[config.mk]
export PLATFORM = sky130hd
export DESIGN_NAME = message_id_token_table_core
export DESIGN_NICKNAME = d
export VERILOG_FILES = /design/src/sv/midtt_pkg.sv /design/src/sv/midtt_cell.sv /design/src/sv/message_id_token_table_core.sv
export SDC_FILE = /design/constraint.sdc
export NUM_CORES = 2
export LEC_CHECK = 0
export BUFFER_PORTS_ARGS = -buffer_cell sky130_fd_sc_hd__buf_2
export CORE_MARGIN = 1.5
export CORE_UTILIZATION = 50
export CTS_BUF_LIST = sky130_fd_sc_hd__clkbuf_4 sky130_fd_sc_hd__clkbuf_8
export CTS_CLUSTER_SIZE = 12
export DETAILED_ROUTE_END_ITERATION = 8
export PLACE_DENSITY = 0.65
export SETUP_SLACK_MARGIN = 0.05
export SKIP_CTS_REPAIR_TIMING = 1
export SYNTH_ARGS = -nofsm -noshare
export SYNTH_HDL_FRONTEND = slang
export SYNTH_SLANG_ARGS = --single-unit
[constraint.sdc]
create_clock -name i_clk -period 9 [get_ports i_clk]
set_clock_uncertainty 0.2 [all_clocks]
set_input_delay 0.45 -clock i_clk [delete_from_list [all_inputs] [get_ports i_clk]]
set_output_delay 0.45 -clock i_clk [all_outputs]
set_load 0.02 [all_outputs]
[src/sv/midtt_pkg.sv]
package midtt_pkg;

    localparam int ID_W     = 16;
    localparam int LEN_W    = 4;
    localparam int REFS_W   = 8;
    localparam int OP_W     = 2;
    localparam int STATUS_W = 3;
    localparam int OCC_W    = 5;
    localparam int IN_TOK_W = 64;

    localparam logic [OP_W-1:0] OP_INSERT  = 2'd0;
    localparam logic [OP_W-1:0] OP_LOOKUP  = 2'd1;
    localparam logic [OP_W-1:0] OP_RELEASE = 2'd2;

    localparam logic [STATUS_W-1:0] ST_NEW      = 3'd0;
    localparam logic [STATUS_W-1:0] ST_RETX     = 3'd1;
    localparam logic [STATUS_W-1:0] ST_REPLACED = 3'd2;
    localparam logic [STATUS_W-1:0] ST_FOUND    = 3'd3;
    localparam logic [STATUS_W-1:0] ST_NOTFOUND = 3'd4;
    localparam logic [STATUS_W-1:0] ST_FULL     = 3'd5;

    localparam logic [REFS_W-1:0] REFS_MAX = 8'hFF;
    localparam logic [REFS_W-1:0] REFS_ONE = 8'd1;

    typedef struct packed {
        logic            id_seen;
        logic            tok_seen;
        logic            tok_same;
        logic            rm;
        logic [ID_W-1:0] hit_id;
    } t_chain;

    typedef struct packed {
        logic            cmp;
        logic            upd;
        logic [OP_W-1:0] op;
        logic            full;
        logic            any_id;
    } t_ctl;

endpackage

[src/sv/midtt_cell.sv]
module midtt_cell #(
    parameter int TW = 64
) (
    input  logic                     i_clk,
    input  logic                     i_rst_n,
    input  midtt_pkg::t_ctl          i_ctl,
    input  logic [midtt_pkg::ID_W-1:0]   i_key_id,
    input  logic [TW-1:0]                i_key_tok,
    input  logic [midtt_pkg::LEN_W-1:0]  i_key_len,
    input  midtt_pkg::t_chain        i_chain,
    output midtt_pkg::t_chain        o_chain,
    input  logic                         i_l_valid,
    input  logic [midtt_pkg::ID_W-1:0]   i_l_id,
    input  logic [TW-1:0]                i_l_tok,
    input  logic [midtt_pkg::LEN_W-1:0]  i_l_len,
    input  logic [midtt_pkg::REFS_W-1:0] i_l_refs,
    input  logic                         i_r_valid,
    input  logic [midtt_pkg::ID_W-1:0]   i_r_id,
    input  logic [TW-1:0]                i_r_tok,
    input  logic [midtt_pkg::LEN_W-1:0]  i_r_len,
    input  logic [midtt_pkg::REFS_W-1:0] i_r_refs,
    output logic                         o_valid,
    output logic [midtt_pkg::ID_W-1:0]   o_id,
    output logic [TW-1:0]                o_tok,
    output logic [midtt_pkg::LEN_W-1:0]  o_len,
    output logic [midtt_pkg::REFS_W-1:0] o_refs
);
    import midtt_pkg::*;

    logic              r_valid;
    logic [ID_W-1:0]   r_id;
    logic [TW-1:0]     r_tok;
    logic [LEN_W-1:0]  r_len;
    logic [REFS_W-1:0] r_refs;
    logic              r_id_eq;
    logic              r_tok_eq;
    logic              first_id;
    logic              first_tok;
    logic              take_right;

    assign first_id  = r_id_eq & ~i_chain.id_seen;
    assign first_tok = r_tok_eq & ~i_chain.tok_seen;

    always_comb begin
        o_chain.id_seen  = i_chain.id_seen | r_id_eq;
        o_chain.tok_seen = i_chain.tok_seen | r_tok_eq;
        o_chain.tok_same = i_chain.id_seen ? i_chain.tok_same : (r_id_eq & r_tok_eq);
        o_chain.rm       = i_chain.tok_seen ? i_chain.rm : (r_tok_eq && r_refs <= REFS_ONE);
        o_chain.hit_id   = i_chain.tok_seen ? i_chain.hit_id : (r_tok_eq ? r_id : '0);
    end

    assign take_right = (i_ctl.op == OP_RELEASE) & o_chain.tok_seen & o_chain.rm;

    always_ff @(posedge i_clk) begin
        if (!i_rst_n) begin
            r_id_eq  <= 1'b0;
            r_tok_eq <= 1'b0;
        end else if (i_ctl.cmp) begin
            r_id_eq  <= r_valid && r_id == i_key_id;
            r_tok_eq <= r_valid && r_len == i_key_len && r_tok == i_key_tok;
        end
    end

    always_ff @(posedge i_clk) begin
        if (!i_rst_n) begin
            r_valid <= 1'b0;
        end else if (i_ctl.upd) begin
            if (i_ctl.op == OP_INSERT && !i_ctl.any_id && !i_ctl.full) begin
                r_valid <= i_l_valid;
            end else if (take_right) begin
                r_valid <= i_r_valid;
            end
        end
    end

    always_ff @(posedge i_clk) begin
        if (i_ctl.upd) begin
            if (i_ctl.op == OP_INSERT) begin
                if (i_ctl.any_id) begin
                    if (first_id) begin
                        if (r_tok_eq) begin
                            if (r_refs != REFS_MAX) begin
                                r_refs <= r_refs + REFS_ONE;
                            end
                        end else begin
                            r_tok  <= i_key_tok;
                            r_len  <= i_key_len;
                            r_refs <= REFS_ONE;
                        end
                    end
                end else if (!i_ctl.full) begin
                    r_id   <= i_l_id;
                    r_tok  <= i_l_tok;
                    r_len  <= i_l_len;
                    r_refs <= i_l_refs;
                end
            end else if (take_right) begin
                r_id   <= i_r_id;
                r_tok  <= i_r_tok;
                r_len  <= i_r_len;
                r_refs <= i_r_refs;
            end else if (i_ctl.op == OP_RELEASE && first_tok) begin
                r_refs <= r_refs - REFS_ONE;
            end
        end
    end

    assign o_valid = r_valid;
    assign o_id    = r_id;
    assign o_tok   = r_tok;
    assign o_len   = r_len;
    assign o_refs  = r_refs;

endmodule

[src/sv/message_id_token_table_core.sv]
// Table of up to TABLE_DEPTH message IDs, each with a token and a reference count, kept
// newest first in a row of cells. An item passes a compare state, in which every cell compares
// its entry with the key, and then an update state, in which the match resolves along the cell
// row and every cell updates, shifts toward the back on a new insert or toward the front on a
// removal. The next item is taken in the update state of the current one, not in its compare
// state; the update state waits while the result register still holds an untaken result.
module message_id_token_table_core #(
    parameter int TABLE_DEPTH     = 16,
    parameter int MAX_TOKEN_BYTES = 8
) (
    input  logic                             i_clk,
    input  logic                             i_rst_n,
    input  logic                             i_valid,
    output logic                             o_stall,
    input  logic [midtt_pkg::OP_W-1:0]       i_op,
    input  logic [midtt_pkg::ID_W-1:0]       i_msg_id,
    input  logic [midtt_pkg::IN_TOK_W-1:0]   i_token_bytes,
    input  logic [midtt_pkg::LEN_W-1:0]      i_token_len,
    output logic                             o_valid,
    input  logic                             i_stall,
    output logic [midtt_pkg::STATUS_W-1:0]   o_status,
    output logic [midtt_pkg::ID_W-1:0]       o_found_id,
    output logic [midtt_pkg::OCC_W-1:0]      o_occupancy
);
    import midtt_pkg::*;

    localparam int TW = 8 * MAX_TOKEN_BYTES;
    localparam int CW = $clog2(TABLE_DEPTH + 1);

    localparam logic [1:0] S_IDLE = 2'd0;
    localparam logic [1:0] S_CMP  = 2'd1;
    localparam logic [1:0] S_UPD  = 2'd2;

    logic [1:0]          r_state;
    logic [1:0]          n_state;
    logic [OP_W-1:0]     r_op;
    logic [ID_W-1:0]     r_id;
    logic [TW-1:0]       r_tok;
    logic [TW-1:0]       n_tok;
    logic [LEN_W-1:0]    r_len;
    logic [CW-1:0]       r_count;
    logic [CW-1:0]       n_count;
    logic                r_out_valid;
    logic [STATUS_W-1:0] r_status;
    logic [STATUS_W-1:0] n_status;
    logic [ID_W-1:0]     r_found_id;
    logic [ID_W-1:0]     n_found_id;
    logic [OCC_W-1:0]    r_occ;
    logic                go;
    logic                accept;
    t_ctl                ctl;
    t_chain              chain_end;

    t_chain              w_chain [TABLE_DEPTH+1];
    logic                w_valid [TABLE_DEPTH];
    logic [ID_W-1:0]     w_id    [TABLE_DEPTH];
    logic [TW-1:0]       w_tok   [TABLE_DEPTH];
    logic [LEN_W-1:0]    w_len   [TABLE_DEPTH];
    logic [REFS_W-1:0]   w_refs  [TABLE_DEPTH];

    assign go      = (r_state == S_UPD) && (!r_out_valid || !i_stall);
    assign o_stall = (r_state == S_CMP) || ((r_state == S_UPD) && !go);
    assign accept  = i_valid && !o_stall;

    always_comb begin
        n_tok = '0;
        for (int b = 0; b < MAX_TOKEN_BYTES; b++) begin
            if (LEN_W'(b) < i_token_len) begin
                n_tok[8*b +: 8] = i_token_bytes[8*b +: 8];
            end
        end
    end

    always_comb begin
        n_state = r_state;
        unique case (r_state)
            S_IDLE:  if (i_valid) n_state = S_CMP;
            S_CMP:   n_state = S_UPD;
            S_UPD:   if (go) n_state = i_valid ? S_CMP : S_IDLE;
            default: n_state = S_IDLE;
        endcase
    end

    always_comb begin
        ctl.cmp    = (r_state == S_CMP);
        ctl.upd    = go;
        ctl.op     = r_op;
        ctl.full   = (r_count == CW'(TABLE_DEPTH));
        ctl.any_id = chain_end.id_seen;
    end

    assign w_chain[0] = '0;
    assign chain_end  = w_chain[TABLE_DEPTH];

    for (genvar g = 0; g < TABLE_DEPTH; g++) begin : g_cell
        logic              l_valid;
        logic [ID_W-1:0]   l_id;
        logic [TW-1:0]     l_tok;
        logic [LEN_W-1:0]  l_len;
        logic [REFS_W-1:0] l_refs;
        logic              rt_valid;
        logic [ID_W-1:0]   rt_id;
        logic [TW-1:0]     rt_tok;
        logic [LEN_W-1:0]  rt_len;
        logic [REFS_W-1:0] rt_refs;

        if (g == 0) begin : g_head
            assign l_valid = 1'b1;
            assign l_id    = r_id;
            assign l_tok   = r_tok;
            assign l_len   = r_len;
            assign l_refs  = REFS_ONE;
        end else begin : g_mid
            assign l_valid = w_valid[g-1];
            assign l_id    = w_id[g-1];
            assign l_tok   = w_tok[g-1];
            assign l_len   = w_len[g-1];
            assign l_refs  = w_refs[g-1];
        end

        if (g == TABLE_DEPTH - 1) begin : g_tail
            assign rt_valid = 1'b0;
            assign rt_id    = '0;
            assign rt_tok   = '0;
            assign rt_len   = '0;
            assign rt_refs  = '0;
        end else begin : g_body
            assign rt_valid = w_valid[g+1];
            assign rt_id    = w_id[g+1];
            assign rt_tok   = w_tok[g+1];
            assign rt_len   = w_len[g+1];
            assign rt_refs  = w_refs[g+1];
        end

        midtt_cell #(
            .TW(TW)
        ) u_cell (
            .i_clk     (i_clk),
            .i_rst_n   (i_rst_n),
            .i_ctl     (ctl),
            .i_key_id  (r_id),
            .i_key_tok (r_tok),
            .i_key_len (r_len),
            .i_chain   (w_chain[g]),
            .o_chain   (w_chain[g+1]),
            .i_l_valid (l_valid),
            .i_l_id    (l_id),
            .i_l_tok   (l_tok),
            .i_l_len   (l_len),
            .i_l_refs  (l_refs),
            .i_r_valid (rt_valid),
            .i_r_id    (rt_id),
            .i_r_tok   (rt_tok),
            .i_r_len   (rt_len),
            .i_r_refs  (rt_refs),
            .o_valid   (w_valid[g]),
            .o_id      (w_id[g]),
            .o_tok     (w_tok[g]),
            .o_len     (w_len[g]),
            .o_refs    (w_refs[g])
        );
    end

    always_comb begin
        n_status   = ST_NOTFOUND;
        n_found_id = '0;
        n_count    = r_count;
        unique case (r_op)
            OP_INSERT: begin
                if (chain_end.id_seen) begin
                    n_status   = chain_end.tok_same ? ST_RETX : ST_REPLACED;
                    n_found_id = r_id;
                end else if (ctl.full) begin
                    n_status = ST_FULL;
                end else begin
                    n_status   = ST_NEW;
                    n_found_id = r_id;
                    n_count    = r_count + CW'(1);
                end
            end
            OP_LOOKUP, OP_RELEASE: begin
                if (chain_end.tok_seen) begin
                    n_status   = ST_FOUND;
                    n_found_id = chain_end.hit_id;
                    if (r_op == OP_RELEASE && chain_end.rm) begin
                        n_count = r_count - CW'(1);
                    end
                end
            end
            default: begin
                n_status = ST_NOTFOUND;
            end
        endcase
    end

    always_ff @(posedge i_clk) begin
        if (!i_rst_n) begin
            r_state     <= S_IDLE;
            r_count     <= '0;
            r_out_valid <= 1'b0;
        end else begin
            r_state <= n_state;
            if (go) begin
                r_count     <= n_count;
                r_out_valid <= 1'b1;
            end else if (!i_stall) begin
                r_out_valid <= 1'b0;
            end
        end
    end

    always_ff @(posedge i_clk) begin
        if (accept) begin
            r_op  <= i_op;
            r_id  <= i_msg_id;
            r_tok <= n_tok;
            r_len <= i_token_len;
        end
        if (go) begin
            r_status   <= n_status;
            r_found_id <= n_found_id;
            r_occ      <= OCC_W'(n_count);
        end
    end

    assign o_valid     = r_out_valid;
    assign o_status    = r_status;
    assign o_found_id  = r_found_id;
    assign o_occupancy = r_occ;

endmodule

Word-level counts from Yosys, hierarchy flattened --
Index checks and enable logic that the tools add are counted.
Word-level totals: flip-flop bits (word level) 1638, logic and storage cells 1154, output and inout port bits 26
Operators by class: reduce and logical (&&, ||, !) cells 210, eq/ne operators 123, order comparisons 24, bitwise logic cells 138, add/subtract/negate cells 34, multiplexer cells 496
Operator list (count):
- $mux 64 | 96
- $mux 16 | 97
- $eq 64x64->1 | 16
- $mux 8 | 128
- $mux 4 | 96
- $eq 16x16->1 | 16
- $reduce_and 5->1 | 32
- $add 8x1->8 const B | 16
- $le 8x1->1 const B | 16
- $ne 8x8->1 const B | 16
- $sub 8x1->8 const B | 16
- $ne 3x3->1 const B | 32
- $logic_and 1x1->1 | 86
- $and 1x1->1 | 78
- $mux 1 | 65
- $eq 4x4->1 | 16
- $ne 4x4->1 const B | 16
- $reduce_and 4->1 | 16
- $reduce_bool 2->1 | 32
- $reduce_bool 3->1 | 16
- $reduce_and 2->1 | 17
- $pmux 16 s2 | 1
- $not 1->1 | 30
- $or 1x1->1 | 30
- other kinds (21) | 45

Depth between registers and ports, before layout --
depth after elaboration 21, gate-level depth with buffers 14, mapped depth without buffers 11

Hierarchy --
From an unflattened synthesis, not the netlist that was laid out.
Unflattened totals: cells, all modules 10528, area total of the unflattened synthesis 105338.5 um2
By module, submodules not included:
- midtt_cell at g_cell[11].u_cell ... | cells each 638, times used 12, sequential area each 2822.7 um2, area each 6271.0 um2
- midtt_cell at g_cell[10].u_cell | cells each 639, times used 1, sequential area each 2822.7 um2, area each 6357.3 um2
- midtt_cell at g_cell[8].u_cell | cells each 647, times used 1, sequential area each 2822.7 um2, area each 6332.3 um2
- midtt_cell at g_cell[14].u_cell | cells each 637, times used 1, sequential area each 2822.7 um2, area each 6323.6 um2
- midtt_cell at g_cell[0].u_cell | cells each 629, times used 1, sequential area each 2822.7 um2, area each 6297.3 um2
- message_id_token_table_core | cells each 320, times used 1, sequential area each 3463.3 um2, area each 4775.8 um2

Least setup slack after synthesis --
OpenSTA, ideal clock, no wires.
path type reg2reg, start register g_cell[11].u_cell.r_id_eq, end register g_cell[5].u_cell.r_len[0], enable pin, buffers on the path 3, stages on the path, launching flop included 10, path slack -0.437 ns, arrival time 8.576 ns, required time 8.139 ns, cell sequence dfxtp_1 nor4_2 nand3b_1 or3_1 clkbuf_1 clkbuf_1 buf_2 o21ai_1 a21oi_1 nor4_1
On the way: word-level cells in the longest chain between the ends 7, elaborated cells between the ends (all ways) 9, those cells by class eq/ne: 3; bitwise: 5; reduce/logical: 1
Ends and longest elaborated chain:
- start, declared | line midtt_cell.sv:35 | logic r_id_eq;
- start signal, assigned | line midtt_cell.sv:59 | r_id_eq <= r_valid && r_id == i_key_id;
- $or 1x1->1 (*) (5 in series) | line midtt_cell.sv:45 | o_chain.id_seen = i_chain.id_seen | r_id_eq;
- $ne 3x3->1 (no source line) or $ne 3x2->1 (tied branches)
- $reduce_and 5->1 (no source line) (*)
- end signal, assigned | line midtt_cell.sv:87 | r_len <= i_key_len;
- end signal, assigned | line midtt_cell.sv:94 | r_len <= i_l_len;
- end signal, assigned | line midtt_cell.sv:100 | r_len <= i_r_len;
- end, declared | line midtt_cell.sv:33 | logic [LEN_W-1:0] r_len;
Mark *: on every way between the ends. The rest lies on a longest branch, timed or not. A chain may end at the register's enable or synchronous reset.

Final worst setup path --
start register g_cell[5].u_cell.r_tok_eq, end register g_cell[15].u_cell.r_tok[24], enable pin
On the way: word-level cells in the longest chain between the ends 15, elaborated cells between the ends (all ways) 27, those cells by class mux: 11; bitwise: 13; reduce/logical: 3
Ends and longest elaborated chain:
- start, declared | line midtt_cell.sv:36 | logic r_tok_eq;
- start signal, assigned | line midtt_cell.sv:60 | r_tok_eq <= r_valid && r_len == i_key_len && r_tok == i_key_tok;
- $or 1x1->1 or $logic_and 1x1->1 (tied branches) | line midtt_cell.sv:46, midtt_cell.sv:48
- $or 1x1->1 or $mux 1 (tied branches) (10 in series) | line midtt_cell.sv:46, midtt_cell.sv:48
- $and 1x1->1 or $mux 1 (tied branches) | line midtt_cell.sv:52, midtt_cell.sv:48
- $and 1x1->1 (*) | line midtt_cell.sv:52 | assign take_right = (i_ctl.op == OP_RELEASE) & o_chain.tok_seen & o_chain.rm;
- $reduce_bool 2->1 (no source line) (*)
- $reduce_and 5->1 (no source line) (*)
- end signal, assigned | line midtt_cell.sv:86 | r_tok <= i_key_tok;
- end signal, assigned | line midtt_cell.sv:93 | r_tok <= i_l_tok;
- end signal, assigned | line midtt_cell.sv:99 | r_tok <= i_r_tok;
- end, declared | line midtt_cell.sv:32 | logic [TW-1:0] r_tok;
Marked as above.

==> out/qor.csv <==
metric;value;unit
Post-DP Area;100400;um2
Worst R2R Setup Slack;3.20;ns
ys flop type;edfxtp_1;
final wirelength;461700;um
FFs w/ async S/R, synth;0;
Finished Cell Area;108300;um2
reg-to-reg endpoint;g_cell[15].u_cell.o_tok[24];
worst hold path class;in -> reg;
Max Slew Vio Count;4;
syn_nets;10061;
number of global-route vias before repair;76370;
Hold Crit Start;i_token_bytes[37];
Critical Path End Type;register;
Tmin final;5.802;ns
Final Power;18.02;mW
Chip Width;444.9;um
number of cell rows;162;
Synth Register Bits;1638;
LEAKAGE;36.38;nW
first-pass GRT wire length;624700;um
Initial Utilization;0.5022;
fmax;172.4;MHz
vias;84561;
full die area;197900;um2
port bufs;115;
VDD IR-drop max;0.1633;mV
r2r startpoint;g_cell[5].u_cell.r_tok_eq;
placed instance count;11894;
clock sink count;1638;
hold path depth;3;
number of flops mapped to enable cells by yosys;1582;
final worst path period share;0.6446;
fin nets;10005;
First-pass DRT Iterations;9;
Ys Warns;0;
CTS H-tree lvls;5;
# DRC;0;
non-filler cells, final;12643;
Tightest Pin Transition;1.602;ns
final core occ;0.5571;
Layout Area Growth over Synthesis;10.93;%
sequential area share after synthesis;0.4981;
CORE AREA;194400;um2
Initial DRC Count;13230;
Die Y;444.9;um
Arrival @ worst endpoint;6.32;ns
CP Launch Type;register;
RD Place Congestion;1.120;
Synth Area per Inst;9.843;um2
io pins;116;
setup TNS;0;ns
kind of critical path;reg -> reg;
all-layer global routing usage;0.4541;
Syn Inst Count;9918;
initial antenna violation count;41;
largest net degree at the start of global routing;240;
Skew-Pair Late Insertion Delay;1.12;ns
vias per cell;6.688;
dpl hpwl;331700;um
clk slew on worst S/H paths;0.06;ns
WP data required;9.52;ns
maximum fanout along the worst path;30;
CTS tree;yes;
Hold Fails Final Rpt;0;
run status;complete, but fails checks;
Hold EP;g_cell[0].l_tok[37];
PD cells;166.4;nW/um2
share of layout cells above drive strength 1;0.1238;
max_slew headroom;-0.07131;
Max Cap Violations;3;
final setup fails;0;
RSZ-0062 raised after global routing;no;
Root Buffer Master;clkbuf_8;
routed len/inst;36.52;um
maximum buffer depth of the clock tree;4;
FF-to-FF path depth;10;
synthesized cell area;97630;um2
violated checks;max-capacitance violations, max-slew violations;
Yosys cell types;88;
# fillers;17359;
Overflow after GRT;0;
post-route ant nets;0;
CTS buffer count;318;
==> cell usage after synthesis (all sizes together) (6+ instances only) <==
cell | instances | area (um2)
a211o | 16 | 140.1
a211oi | 36 | 275.3
a21boi | 33 | 247.7
a21oi | 2139 | 10710
a221o | 7 | 70.07
a221oi | 26 | 227.7
a22oi | 36 | 270.3
a311oi | 6 | 52.55
a31oi | 34 | 227.7
and2 | 102 | 640.6
and3 | 55 | 344.1
buf | 74 | 324.1
clkbuf | 859 | 3226
dfxtp | 56 | 1121
edfxtp | 1582 | 47510
ha | 53 | 663.1
inv | 84 | 315.3
mux2 | 311 | 3502
mux2i | 116 | 1161
nand2 | 319 | 1200
nand2b | 18 | 112.6
nand3 | 171 | 855.8
nand4 | 243 | 1520
nor2 | 1243 | 4683
nor2b | 59 | 369.1
nor3 | 88 | 450.4
nor3b | 12 | 90.09
nor4 | 244 | 1560
nor4b | 7 | 61.31
o2111ai | 6 | 52.55
o211ai | 58 | 435.4
o21ai | 176 | 892.1
o221ai | 19 | 166.4
o22ai | 23 | 143.9
or3 | 19 | 118.9
or4 | 14 | 108.9
xnor2 | 786 | 6884
xor2 | 718 | 6289
==> registers in the layout, summed over array words and instances, names as in the netlist, 64 cells and up <==
name,cells
g_cell.u_cell.o_tok,1024
g_cell.u_cell.o_id,256
g_cell.u_cell.o_refs,128
g_cell.l_tok,64
g_cell.u_cell.o_len,64
==> worst max-delay path, cell delays in order (launching register included) <==
cell	delay, ns
dfxtp_2	0.56
nor4_1	0.88
and2_1	0.81
and4_1	0.38
a41o_1	0.34
nor2_1	0.16
a21oi_2	0.29
nor2_1	0.16
nand2_1	0.26
and3_4	0.71
buf_4	0.59
==> kinds of logic after synthesis <==
| kind of cell | count (synthesis) | share of synthesized area |
|---|---|---|
| AO/OA/AOI/OAI | 2666 | 0.1472 |
| AND/OR/NAND/NOR | 2612 | 0.1256 |
| flip-flops | 1638 | 0.4981 |
| XOR/XNOR | 1504 | 0.1349 |
| buffers and inverters | 1018 | 0.03963 |
| multiplexers | 427 | 0.04777 |
| adder cells (fa/ha/maj) | 53 | 0.006793 |
==> area by class of cell <==
class	instances	area, um2	area share
multi-input cells	7262	45580	0.4209
clock buffers	444	5454	0.05036
flip-flops and latches	1638	48630	0.4491
well taps	2542	3181	0.02937
inverters	85	324.1	0.002992
clock inverters	86	399.1	0.003686
diodes	29	72.57	0.0006701
repair buffers	557	4648	0.04292
==> through the flow <==
stage          hold WS (ns)  worst slack (ns)
3_3_place_gp         0.2622             3.333
4_1_cts             -0.7296             3.295
3_5_place_dp         0.2720             3.310
5_1_grt             0.02101             2.952
2_1_floorplan        0.2178            0.7728
6_report           0.005477             3.199
==> layer usage <==
| layer | track usage | part of all wire | up-vias |
|---|---|---|---|
| li1 | - | - | 35609 |
| met1 | 0.5473 | 0.35 | 41431 |
| met2 | 0.6824 | 0.44 | 5987 |
| met3 | 0.1131 | 0.11 | 1510 |
| met4 | 0.3870 | 0.11 | 24 |
| met5 | 0 | 0.00034 | - |
==> cell usage in the layout, fill, tap and decap left out, types with 21 or more instances in the layout <==
master	n
a211oi_1	27
a21boi_0	33
a21oi_1	2137
a221oi_1	25
a22oi_1	36
a31oi_1	33
and2_0	55
and2_1	46
and3_1	54
buf_12	22
buf_2	115
buf_4	231
clkbuf_4	105
clkbuf_8	339
clkinv_1	58
clkinv_2	21
dfxtp_1	50
diode_2	29
dlygate4sd3_1	187
edfxtp_1	1582
ha_1	51
inv_1	83
mux2_2	310
mux2i_1	116
nand2_1	318
nand3_1	171
nand4_1	243
nor2_1	1230
nor2b_1	58
nor3_1	81
nor4_1	223
o211ai_1	58
o21ai_0	166
o22ai_1	23
xnor2_1	781
xor2_1	712
==> worst max path at each step <==
| stage | from | to | slack (ns) |
|---|---|---|---|
| floorplan | g_cell[3].u_cell.o_refs[3] | g_cell[14].u_cell.o_len[0] | 0.77 |
| global route | g_cell[0].u_cell.r_tok_eq | g_cell[14].u_cell.o_refs[4] | 2.95 |
| finish | g_cell[5].u_cell.r_tok_eq | g_cell[15].u_cell.o_tok[24] | 3.20 |
| CTS | g_cell[5].u_cell.r_tok_eq | g_cell[15].u_cell.o_tok[4] | 3.30 |
| detailed placement | g_cell[5].u_cell.r_tok_eq | g_cell[15].u_cell.o_tok[46] | 3.31 |
| global placement | g_cell[4].u_cell.r_tok_eq | g_cell[15].u_cell.o_tok[46] | 3.33 |
==> power breakdown <==
part	switching (mW)	total, mW	internal, mW
Sequential	0.0970	8.56	8.46
Combinational	1.48	2.08	0.599
Clock	3.48	7.38	3.90
Note: power is estimated with default switching activity, not from simulation.
